===== src/hw/rtl/infix_to_postfix_converter_macros.svh =====
// Assertion macros for the infix to postfix converter RTL.
// Depends on nothing; included by i2p_seq, the module that carries assertions.
`ifndef INFIX_TO_POSTFIX_CONVERTER_MACROS_SVH
`define INFIX_TO_POSTFIX_CONVERTER_MACROS_SVH

// Same-cycle implication, disabled during reset.
`define I2P_ASSERT_NOW(label, clk, rst, ante, cons, msg) \
  label: assert property (@(posedge clk) disable iff (rst) (ante) |-> (cons)) else $error(msg);

// Next-cycle implication, disabled during reset.
`define I2P_ASSERT_NEXT(label, clk, rst, ante, cons, msg) \
  label: assert property (@(posedge clk) disable iff (rst) (ante) |=> (cons)) else $error(msg);

`endif


===== src/hw/rtl/i2p_pkg.sv =====
// Package for the infix to postfix converter: token, operator, result and error codes,
// sequencer states, shared structs and the precedence function. Depends on nothing.
package i2p_pkg;

  localparam int unsigned DEFAULT_STACK_DEPTH = 16;

  localparam logic [2:0] TK_OPERAND  = 3'd0;
  localparam logic [2:0] TK_OPERATOR = 3'd1;
  localparam logic [2:0] TK_LPAREN   = 3'd2;
  localparam logic [2:0] TK_RPAREN   = 3'd3;

  localparam logic [2:0] OP_ADD = 3'd0;
  localparam logic [2:0] OP_SUB = 3'd1;
  localparam logic [2:0] OP_MUL = 3'd2;
  localparam logic [2:0] OP_DIV = 3'd3;
  localparam logic [2:0] OP_MOD = 3'd4;
  localparam logic [2:0] PAREN_MARK = 3'd5;

  localparam logic [1:0] OK_OPERAND  = 2'd0;
  localparam logic [1:0] OK_OPERATOR = 2'd1;
  localparam logic [1:0] OK_END      = 2'd2;
  localparam logic [1:0] OK_ERROR    = 2'd3;

  localparam logic [2:0] ERR_NONE         = 3'd0;
  localparam logic [2:0] ERR_UNMATCHED_RP = 3'd1;
  localparam logic [2:0] ERR_UNMATCHED_LP = 3'd2;
  localparam logic [2:0] ERR_INVALID      = 3'd3;
  localparam logic [2:0] ERR_OVERFLOW     = 3'd4;

  typedef enum logic [1:0] {
    S_IDLE,
    S_EXEC,
    S_ERR,
    S_FIN
  } state_t;

  typedef struct packed {
    logic       push;
    logic       pop;
    logic       clear;
    logic [2:0] data;
  } stk_cmd_t;

  typedef struct packed {
    logic        valid;
    logic [1:0]  kind;
    logic [2:0]  op;
    logic [31:0] ref_id;
    logic [2:0]  err;
    logic        last;
  } res_t;

  // Precedence rank: a stacked left paren ranks lowest.
  function automatic logic [1:0] prec_rank(logic [2:0] code);
    logic [1:0] rank;
    case (code) inside
      OP_MUL, OP_DIV, OP_MOD: rank = 2'd2;
      OP_ADD, OP_SUB:         rank = 2'd1;
      default:                rank = 2'd0;
    endcase
    return rank;
  endfunction

endpackage


===== src/hw/rtl/i2p_stack.sv =====
// Operator stack of the infix to postfix converter: memory, fill count and a
// registered top entry that always matches the current count. Depends on i2p_pkg.
module i2p_stack
  import i2p_pkg::*;
#(
  parameter int unsigned STACK_DEPTH = DEFAULT_STACK_DEPTH,
  localparam int unsigned CW = $clog2(STACK_DEPTH + 1),
  localparam int unsigned AW = $clog2(STACK_DEPTH)
) (
  input  logic          clk,
  input  logic          rst,
  input  stk_cmd_t      cmd,
  output logic [CW-1:0] count,
  output logic [2:0]    top
);

  logic [2:0]    mem [STACK_DEPTH];
  logic [CW-1:0] count_next;
  logic [CW-1:0] top_idx;
  logic [AW-1:0] raddr;
  logic [AW-1:0] waddr;

  always_comb begin
    count_next = count;
    if (cmd.clear) begin
      count_next = '0;
    end else if (cmd.push) begin
      count_next = count + CW'(1);
    end else if (cmd.pop) begin
      count_next = count - CW'(1);
    end
  end

  assign top_idx = count_next - CW'(1);
  assign raddr   = top_idx[AW-1:0];
  assign waddr   = count[AW-1:0];

  always_ff @(posedge clk) begin
    if (rst) begin
      count <= '0;
    end else begin
      count <= count_next;
    end
  end

  always_ff @(posedge clk) begin
    if (cmd.push) begin
      mem[waddr] <= cmd.data;
    end
    if (cmd.push && (waddr == raddr)) begin
      top <= cmd.data;
    end else begin
      top <= mem[raddr];
    end
  end

endmodule


===== src/hw/rtl/i2p_seq.sv =====
// Token sequencer of the infix to postfix converter: holds the item, open paren count
// and discard flag; steps the stack one entry per cycle while emit_ok. Depends on i2p_pkg.
`include "infix_to_postfix_converter_macros.svh"
module i2p_seq
  import i2p_pkg::*;
#(
  parameter int unsigned STACK_DEPTH = DEFAULT_STACK_DEPTH,
  localparam int unsigned CW = $clog2(STACK_DEPTH + 1)
) (
  input  logic          clk,
  input  logic          rst,
  input  logic          in_valid,
  output logic          in_ready,
  input  logic [2:0]    token_kind,
  input  logic [2:0]    operator_code,
  input  logic [31:0]   operand_ref,
  input  logic          last_token,
  input  logic [CW-1:0] stk_count,
  input  logic [2:0]    stk_top,
  input  logic          emit_ok,
  output stk_cmd_t      cmd,
  output res_t          res
);

  state_t        state;
  state_t        state_next;
  logic [2:0]    kind_r;
  logic [2:0]    op_r;
  logic [31:0]   ref_r;
  logic          last_r;
  logic [2:0]    err_r;
  logic [2:0]    err_next;
  logic [CW-1:0] paren_cnt;
  logic [CW-1:0] paren_next;
  logic          discarding;
  logic          discarding_next;

  logic stk_empty;
  logic stk_full;
  logic op_bad;
  logic op_pop;
  logic rp_pop;

  assign stk_empty = (stk_count == '0);
  assign stk_full  = (stk_count == CW'(STACK_DEPTH));
  assign op_bad    = (op_r > OP_MOD);
  assign op_pop    = !stk_empty && (prec_rank(stk_top) >= prec_rank(op_r));
  assign rp_pop    = !stk_empty && (stk_top != PAREN_MARK);

  always_comb begin
    state_next = state;
    unique case (state)
      S_IDLE: begin
        if (in_valid) begin
          state_next = S_EXEC;
        end
      end
      S_EXEC: begin
        if (discarding) begin
          state_next = S_IDLE;
        end else begin
          case (kind_r)
            TK_OPERAND: begin
              if (emit_ok) begin
                state_next = last_r ? S_FIN : S_IDLE;
              end
            end
            TK_OPERATOR: begin
              if (op_bad) begin
                state_next = S_ERR;
              end else if (op_pop) begin
                state_next = S_EXEC;
              end else if (stk_full) begin
                state_next = S_ERR;
              end else begin
                state_next = last_r ? S_FIN : S_IDLE;
              end
            end
            TK_LPAREN: begin
              if (stk_full) begin
                state_next = S_ERR;
              end else begin
                state_next = last_r ? S_FIN : S_IDLE;
              end
            end
            TK_RPAREN: begin
              if (paren_cnt == '0) begin
                state_next = S_ERR;
              end else if (rp_pop) begin
                state_next = S_EXEC;
              end else begin
                state_next = last_r ? S_FIN : S_IDLE;
              end
            end
            default: state_next = S_ERR;
          endcase
        end
      end
      S_ERR: begin
        if (emit_ok) begin
          state_next = S_IDLE;
        end
      end
      S_FIN: begin
        if (paren_cnt != '0) begin
          state_next = S_ERR;
        end else if (stk_empty && emit_ok) begin
          state_next = S_IDLE;
        end
      end
      default: state_next = S_IDLE;
    endcase
  end

  always_comb begin
    in_ready        = 1'b0;
    cmd             = '0;
    res             = '0;
    err_next        = err_r;
    paren_next      = paren_cnt;
    discarding_next = discarding;
    unique case (state)
      S_IDLE: begin
        in_ready = 1'b1;
      end
      S_EXEC: begin
        if (discarding) begin
          if (last_r) begin
            discarding_next = 1'b0;
          end
        end else begin
          case (kind_r)
            TK_OPERAND: begin
              res.valid  = emit_ok;
              res.kind   = OK_OPERAND;
              res.ref_id = ref_r;
            end
            TK_OPERATOR: begin
              if (op_bad) begin
                err_next = ERR_INVALID;
              end else if (op_pop) begin
                res.valid = emit_ok;
                res.kind  = OK_OPERATOR;
                res.op    = stk_top;
                cmd.pop   = emit_ok;
              end else if (stk_full) begin
                err_next = ERR_OVERFLOW;
              end else begin
                cmd.push = 1'b1;
                cmd.data = op_r;
              end
            end
            TK_LPAREN: begin
              if (stk_full) begin
                err_next = ERR_OVERFLOW;
              end else begin
                cmd.push   = 1'b1;
                cmd.data   = PAREN_MARK;
                paren_next = paren_cnt + CW'(1);
              end
            end
            TK_RPAREN: begin
              if (paren_cnt == '0) begin
                err_next = ERR_UNMATCHED_RP;
              end else if (rp_pop) begin
                res.valid = emit_ok;
                res.kind  = OK_OPERATOR;
                res.op    = stk_top;
                cmd.pop   = emit_ok;
              end else begin
                cmd.pop    = !stk_empty;
                paren_next = paren_cnt - CW'(1);
              end
            end
            default: err_next = ERR_INVALID;
          endcase
        end
      end
      S_ERR: begin
        res.valid = emit_ok;
        res.kind  = OK_ERROR;
        res.err   = err_r;
        res.last  = 1'b1;
        if (emit_ok) begin
          cmd.clear       = 1'b1;
          paren_next      = '0;
          discarding_next = !last_r;
        end
      end
      S_FIN: begin
        if (paren_cnt != '0) begin
          err_next = ERR_UNMATCHED_LP;
        end else if (!stk_empty) begin
          res.valid = emit_ok;
          res.kind  = OK_OPERATOR;
          res.op    = stk_top;
          cmd.pop   = emit_ok;
        end else begin
          res.valid = emit_ok;
          res.kind  = OK_END;
          res.last  = 1'b1;
        end
      end
      default: begin
        in_ready = 1'b0;
      end
    endcase
  end

  always_ff @(posedge clk) begin
    if (rst) begin
      state      <= S_IDLE;
      paren_cnt  <= '0;
      discarding <= 1'b0;
      err_r      <= ERR_NONE;
    end else begin
      state      <= state_next;
      paren_cnt  <= paren_next;
      discarding <= discarding_next;
      err_r      <= err_next;
    end
  end

  always_ff @(posedge clk) begin
    if (in_valid && in_ready) begin
      kind_r <= token_kind;
      op_r   <= operator_code;
      ref_r  <= operand_ref;
      last_r <= last_token;
    end
  end

  `I2P_ASSERT_NOW(a_count_bound, clk, rst, 1'b1, stk_count <= CW'(STACK_DEPTH), "stack count above depth")
  `I2P_ASSERT_NOW(a_paren_bound, clk, rst, 1'b1, paren_cnt <= stk_count, "open parens exceed stack fill")
  `I2P_ASSERT_NOW(a_emit_slot, clk, rst, res.valid, emit_ok, "result issued while output is full")
  `I2P_ASSERT_NEXT(a_err_clears, clk, rst, res.valid && (res.kind == OK_ERROR), (stk_count == '0) && (paren_cnt == '0) && (state == S_IDLE), "error item did not clear the stack")

endmodule


===== src/hw/rtl/infix_to_postfix_converter.sv =====
// Infix to postfix converter (shunting-yard): one token per item, postfix items out.
// Each token is taken in S_IDLE and handled in S_EXEC, which pops operators as needed;
// after the last token, S_FIN pops each remaining stack entry and issues the end item.
// Throughput: one token at a time; the stack is popped once per cycle while emit_ok.
// Reset (rst, synchronous) empties the stack, clears the paren count and discard flag.
module infix_to_postfix_converter
  import i2p_pkg::*;
#(
  parameter int unsigned STACK_DEPTH = DEFAULT_STACK_DEPTH
) (
  input  logic        clk,
  input  logic        rst,
  input  logic        in_valid,
  output logic        in_ready,
  input  logic [2:0]  token_kind,
  input  logic [2:0]  operator_code,
  input  logic [31:0] operand_ref,
  input  logic        last_token,
  output logic        out_valid,
  input  logic        out_ready,
  output logic [1:0]  out_kind,
  output logic [2:0]  out_operator,
  output logic [31:0] out_operand_ref,
  output logic [2:0]  error_code,
  output logic        last_result
);

  localparam int unsigned CW = $clog2(STACK_DEPTH + 1);

  stk_cmd_t      cmd;
  res_t          res;
  logic [CW-1:0] stk_count;
  logic [2:0]    stk_top;
  logic          emit_ok;

  assign emit_ok = !out_valid || out_ready;

  i2p_seq #(
    .STACK_DEPTH(STACK_DEPTH)
  ) u_seq (
    .clk          (clk),
    .rst          (rst),
    .in_valid     (in_valid),
    .in_ready     (in_ready),
    .token_kind   (token_kind),
    .operator_code(operator_code),
    .operand_ref  (operand_ref),
    .last_token   (last_token),
    .stk_count    (stk_count),
    .stk_top      (stk_top),
    .emit_ok      (emit_ok),
    .cmd          (cmd),
    .res          (res)
  );

  i2p_stack #(
    .STACK_DEPTH(STACK_DEPTH)
  ) u_stack (
    .clk  (clk),
    .rst  (rst),
    .cmd  (cmd),
    .count(stk_count),
    .top  (stk_top)
  );

  always_ff @(posedge clk) begin
    if (rst) begin
      out_valid <= 1'b0;
    end else if (res.valid) begin
      out_valid <= 1'b1;
    end else if (out_ready) begin
      out_valid <= 1'b0;
    end
  end

  always_ff @(posedge clk) begin
    if (res.valid) begin
      out_kind        <= res.kind;
      out_operator    <= res.op;
      out_operand_ref <= res.ref_id;
      error_code      <= res.err;
      last_result     <= res.last;
    end
  end

endmodule


===== config.mk =====
export PLATFORM = sky130hd
export DESIGN_NAME = infix_to_postfix_converter
export DESIGN_NICKNAME = d
export VERILOG_FILES = /design/src/hw/rtl/i2p_pkg.sv /design/src/hw/rtl/i2p_stack.sv /design/src/hw/rtl/i2p_seq.sv /design/src/hw/rtl/infix_to_postfix_converter.sv
export VERILOG_INCLUDE_DIRS = /design/src /design/src/hw/rtl
export SDC_FILE = /design/constraint.sdc
export NUM_CORES = 1
export LEC_CHECK = 0
export ABC_AREA = 1
export BUFFER_PORTS_ARGS = -buffer_cell sky130_fd_sc_hd__buf_2
export CAP_MARGIN = 0
export CORE_MARGIN = 2
export CORE_UTILIZATION = 52
export CTS_CLUSTER_DIAMETER = 150
export CTS_CLUSTER_SIZE = 12
export DETAILED_ROUTE_END_ITERATION = 12
export PLACE_DENSITY = 0.76
export SLEW_MARGIN = 20
export SYNTH_ARGS = -nofsm -noshare
export SYNTH_HDL_FRONTEND = slang
export SYNTH_SLANG_ARGS = --single-unit

===== constraint.sdc =====
create_clock -name clk -period 4.3 [get_ports clk]
set_input_delay 0.645 -clock clk [delete_from_list [all_inputs] [get_ports clk]]
set_output_delay 0.645 -clock clk [all_outputs]
set_load 0.01 [all_outputs]

Word-level counts from Yosys, hierarchy flattened
Memory sizes are Yosys's and may differ from the RTL's. A register that Yosys moved wholly into a read port is not among the register bits.
Index checks and enable logic that the tools add are counted.
Cells by class
  add/subtract/negate cells: 5
  multiply operators: 0
  divide/modulo/power cells: 0
  $lt $le $gt $ge: 2
  equality and inequality tests: 29
  shifts and indexed selects: 0
  mux-type cells: 83
  bitwise logic cells: 2
  reductions and logical operators: 27
Operators with widths (count)
  $mux 5: 8
  $mux 3: 13
  $mux 38: 1
  $mux 2: 17
  $mux 32: 1
  $mux 6: 5
  $pmux 3 s2: 4
  $mux 1: 22
  $pmux 5 s2: 2
  $eq 3x2->1 const B: 6
  $pmux 3 s3: 2
  $pmux 2 s4: 2
  $ne 3x3->1 const B: 5
  $pmux 3 s4: 1
  $add 5x1->5 const B: 2
  $logic_not 5->1: 2
  $pmux 1 s2: 5
  $sub 5x1->5 const B: 2
  $eq 3x1->1 const B: 3
  $logic_not 3->1: 3
  $reduce_or 3->1: 3
  $reduce_and 7->1: 1
  $eq 3x3->1 const B: 2
  $ne 2x2->1 const B: 3
  other kinds (22): 33
Storage, ports and cells
  bits in registers: 97
  bits in latches: 0
  RAM bits: 48
  ROM bits: 0
  output and inout port bits: 43
  word-level logic and storage cells: 164
  memories: 1
Memory list
  u_stack.mem: words 16, width 3, read ports 1, clocked after memory_dff 1, write ports 1, line i2p_stack.sv:17  | logic [2:0] mem [STACK_DEPTH];

Longest topological paths before layout
  depth in word-level cells: 15
  depth in mapped cells: 30
  depth with buffers taken out: 28

By module
A second synthesis with hierarchy kept.
Second synthesis, totals
  cell total of the unflattened synthesis: 619
  area total of the unflattened synthesis: 6627.6 um^2
Modules (own cells, without submodules)
  i2p_seq: instances 1, cells each 330, area an instance 2753.9 um^2, seq. area each 1391.3 um^2
  i2p_stack: instances 1, cells each 243, area an instance 2600.0 um^2, seq. area each 1621.6 um^2
  infix_to_postfix_converter: instances 1, cells each 46, area an instance 1273.7 um^2, seq. area each 1251.2 um^2

Worst setup path after synthesis
Ideal clock, no wire load.
  kind: reg2reg
  start: register with a tool-made name
  end: register error_code[0] (enable)
  arrival: 3.994 ns
  required time: 3.836 ns
  path slack: -0.158 ns
  cell stages (with the launch flop): 21
  path buffers: 2
  period minus slack after synthesis: 4.458 ns
  path through: dfxtp_1 buf_4 inv_4 buf_6 nor2_1 o21ai_1 nand3_1 nand3_1 nand2_2 inv_1 nand3_1 o21ai_0 ha_1 o21ai_0 nand2_1 nand2_1 inv_2 nand2_2 o21ai_1 nand2_1 a31oi_1
RTL lines
  end signal: assignment: line infix_to_postfix_converter.sv:81  | error_code <= res.err;
  end: declaration: line infix_to_postfix_converter.sv:24  | output logic [2:0] error_code,

==> results.txt <==
----------------------------------------------------
[Status]
  Result of the run ... finished clean

[Yosys]
  Ys Warns ... 0
  Fraction of post-synthesis cell area in the top cell type by area ... between 50% and 60%
  Flip-flop and latch count after synthesis ... roughly 150
  Per-instance average area after synthesis ... 10.6 µm²
  Library cell occupying the most area in the post-synthesis netlist ... sky130_fd_sc_hd__edfxtp_1
  Top cell types by occurrence after synthesis ... sky130_fd_sc_hd__edfxtp_1 (128), sky130_fd_sc_hd__nand2_1 (117), sky130_fd_sc_hd__nor2_1 (93)
  Synthesized netlist net count ... between 600 and 700
  Cell with the most instances after synthesis ... sky130_fd_sc_hd__edfxtp_1
  Mapped Area ... between 6000 and 7000 µm²
  Number of standard cells after synthesis ... 625
  Commonest register cell after synthesis ... sky130_fd_sc_hd__edfxtp_1
  Post-synth ARST share ... 0%
  EDFF count, synth ... approximately 130
  Most area-consuming cells after synthesis ... sky130_fd_sc_hd__edfxtp_1 (58%), sky130_fd_sc_hd__nand2_1 (6.7%), sky130_fd_sc_hd__dfxtp_1 (6.4%), sky130_fd_sc_hd__nor2_1 (5.3%), sky130_fd_sc_hd__inv_1 (5.2%)
  Seq/Total Area, Yosys ... between 60% and 70%
  Cell variety after synth ... 40

[Timing]
  Setup Total Neg Slack ... 0 ns
  Final cycle utilization of the critical path ... between 80 and 90%
  Worst Skew ... 0.0217 ns
  Measured slew at the worst slew-check pin ... between 0.6 and 0.7 ns
  Setup repair after global routing missed its margin ... false
  Count of endpoints failing setup in the final report ... 0
  Endpoints failing hold ... 0
  Rel. slew slack ... a little under three fifths
  Setup slack after layout ... approximately 0.65 ns
  Final worst path period need ... 3.65 ns
  Maximum clock frequency ... between 0.2 and 0.3 GHz
  Final slew viol count ... 0

[Worst setup path]
  Critical path's slowest cell ... sky130_fd_sc_hd__dfxtp_1
  Crit Path Category ... reg -> reg
  Top cell family by delay on the critical path ... simple AND/OR/NAND/NOR gates
  Element type at the critical path end ... register
  Required time at the endpoint of the critical path ... approximately 4.4 ns
  Critical path buffer and inverter count ... 4
  Critical path data arrival time ... 3.78 ns
  Startpoint kind of the worst setup timing path ... register
  Peak fanout along the critical path ... 27
  CP max stage delay ... approximately 0.63 ns
  Ordered list of cells on the worst path ... buf_4, nor2_1, nor2_1, o21ai_1, nand3_1, nand3_1, nand2_2, inv_1, nand3_1, o21ai_0, ha_1, o21ai_0, nand2_1, nand2_1, inv_2, nand2_2, o21ai_1, nand2_1, a31oi_4, buf_12

[Placed design]
  Gpl congestion ... between 0.9 and 1
  Post-placement worst setup slack ... between 0.7 and 0.8 ns
  Post-DP HPWL ... 9410 µm
  Port Buffers ... 85

[Clock tree]
  CTS root buf ... sky130_fd_sc_hd__clkbuf_16
  Clock tree from TritonCTS ... done
  Number of hold buffers added after cts ... 0
  Maximum root-to-sink buffer count ... 2
  Clock network latency to the later pin of the worst-skew pair ... ~0.43 ns
  Number of clock sinks ... ~150
  Number of buffers inserted to repair setup after CTS ... 0
  Htree depth ... 4
  CTS clk-pin slew, worst paths ... ~0.06 ns
  # resized after CTS ... 0
  Number of buffers created by CTS ... 17

[Die]
  Overall die area ... 13600 µm²
  Std-Cell Core Area ... roughly 13000 µm²
  Height of the chip ... between 100 and 150 µm
  Core Rows ... 41
  Number of I/O pins ... 86
  Die span in x ... between 100 and 150 µm
  Initial Utilization ... 52.7%

[Job]
  Number of max-cap violations ... 0

[Layout]
  Fin util ... 62.5%
  Number of nets in the layout ... approximately 780
  Layout area overhead ... 18.6%
  # fillers ... 990
  Diodes inserted ... 0
  Share of post-route cells with drive strength above 1 ... 23.2%

[Global routing]
  Total routing usage reported by global routing ... approximately a fifth
  Wire length of the first global-routing pass ... between 20000 and 25000 µm
  Pin count of the biggest net entering global routing ... 40
  Initial antenna violation count ... 0
  Grt ovf ... 0
  Via count of the first global-routing pass ... about 4400

[Detailed routing]
  Iteration-0 DRC Markers ... roughly 370
  Routed wire length per instance ... roughly 15 µm
  Initial DRT Pass Iterations ... 4
  Vias per inst ... 5.04
  Number of routed nets with antenna violations ... 0
  Final wirelength ... between 10000 and 15000 µm
  Remaining design rule violation count ... 0
  Count of vias placed by the detailed router ... around 4600

[Power]
  Static leakage power ... approximately 3.4 nW
  Power per cell area ... roughly 510 nW/µm²
  Maximum vdd ir drop ... around 0.32 mV

[Worst hold path]
  Path category of the worst min-delay check ... in -> reg

----------------------------------------------------
-- final cells by class --
class | instances | area (µm²) | share of cell area, %
well taps | 172 | 215 | 2.75
clock buffers | 17 | 425 | 5.44
inverters | 106 | 408 | 5.21
multi-input cells | 359 | 1860 | 23.7
clock inverters | 14 | 159 | 2.03
repair buffers | 91 | 495 | 6.33
flip-flops and latches | 149 | 4260 | 54.5
-- sequential cells by signal (all words and copies together), names as in the netlist, named ones only --
| signal | flops |
|---|---|
| u_seq.last_r | 1 |
| out_valid | 1 |
| u_seq.discarding | 1 |
| u_seq.kind_r | 3 |
| u_seq.ref_r | 32 |
| error_code | 3 |
| out_operator | 3 |
| last_result | 1 |
| out_kind | 2 |
| u_seq.op_r | 3 |
| u_seq.paren_cnt | 5 |
| u_stack.count | 5 |
| out_operand_ref | 32 |
| u_seq.state | 2 |
| u_stack.mem | 48 |
| u_seq.err_r | 3 |
-- final timing paths --
kind                               to          startpoint  slack (ns)  cells past startpoint
hold reg to reg    u_seq.paren_cnt[3]  u_seq.paren_cnt[3]        0.47                      2
setup / recovery  out_operand_ref[26]            register        0.65                     20
hold / removal        u_seq.ref_r[20]     operand_ref[20]        0.39                      1
setup reg to reg  out_operand_ref[26]            register        0.65                     20
-- stage by stage --
step                      hold slack (ns)  total power [mW]  instances  instance area (µm²)
final                               0.388              3.95        908                 7820
after global routing                0.376              4.13        908                 7820
after CTS                           0.378              3.97        907                 7800
after detailed placement            0.460              2.50        876                 7220
after global placement              0.454              2.47        876                 7220
after floorplan                     0.440              2.33        625                 6600
-- worst reg2reg max path: stages (launching register included) --
cell and delay (ns):
sky130_fd_sc_hd__dfxtp_1 0.63, sky130_fd_sc_hd__buf_4 0.29, sky130_fd_sc_hd__nor2_1 0.07, sky130_fd_sc_hd__nor2_1 0.07, sky130_fd_sc_hd__o21ai_1 0.07, sky130_fd_sc_hd__nand3_1 0.08
sky130_fd_sc_hd__nand3_1 0.11, sky130_fd_sc_hd__nand2_2 0.13, sky130_fd_sc_hd__inv_1 0.07, sky130_fd_sc_hd__nand3_1 0.06, sky130_fd_sc_hd__o21ai_0 0.10, sky130_fd_sc_hd__ha_1 0.28
sky130_fd_sc_hd__o21ai_0 0.07, sky130_fd_sc_hd__nand2_1 0.09, sky130_fd_sc_hd__nand2_1 0.07, sky130_fd_sc_hd__inv_2 0.07, sky130_fd_sc_hd__nand2_2 0.06, sky130_fd_sc_hd__o21ai_1 0.13
sky130_fd_sc_hd__nand2_1 0.16, sky130_fd_sc_hd__a31oi_4 0.49, sky130_fd_sc_hd__buf_12 0.27
-- per-layer routing --
layer	GRT usage, %	part of all wire, %	vias up
met4	9.73	3.1	0
met3	6.49	5.5	43
met2	34.9	52	142
li1	-	-	2233
met5	0	0	-
met1	23.0	39	2158
-- report_power, final --
group          internal [mW]  switching, mW  total, mW
logic                  0.246          0.476      0.722
registers               1.69         0.0730       1.76
clock network          0.904          0.564       1.47
total                   2.84           1.11       3.95
-- layout by cell type (no fill, tap or decap), drive strengths merged --
cell,count
dfxtp,21
bufinv,3
nand3,49
a221oi,1
a31oi,2
nand3b,3
ha,11
clkinvlp,1
a21oi,15
o211ai,1
clkbuf,17
clkinv,8
o21ai,24
o22ai,2
nand4,2
fa,1
nor3,6
nand2,136
a2111oi,1
inv,108
xnor2,2
edfxtp,128
buf,91
nor2,100
xor2,3
-- cell families after synthesis --
kind of cell	share of synthesized area [%]
AND/OR/NAND/NOR	20.8
flip-flops	64.6
buffers and inverters	7.55
AO/OA/AOI/OAI	3.95
adder cells (fa/ha/maj)	2.39
XOR/XNOR	0.664
(Power assumes the default switching activity.)
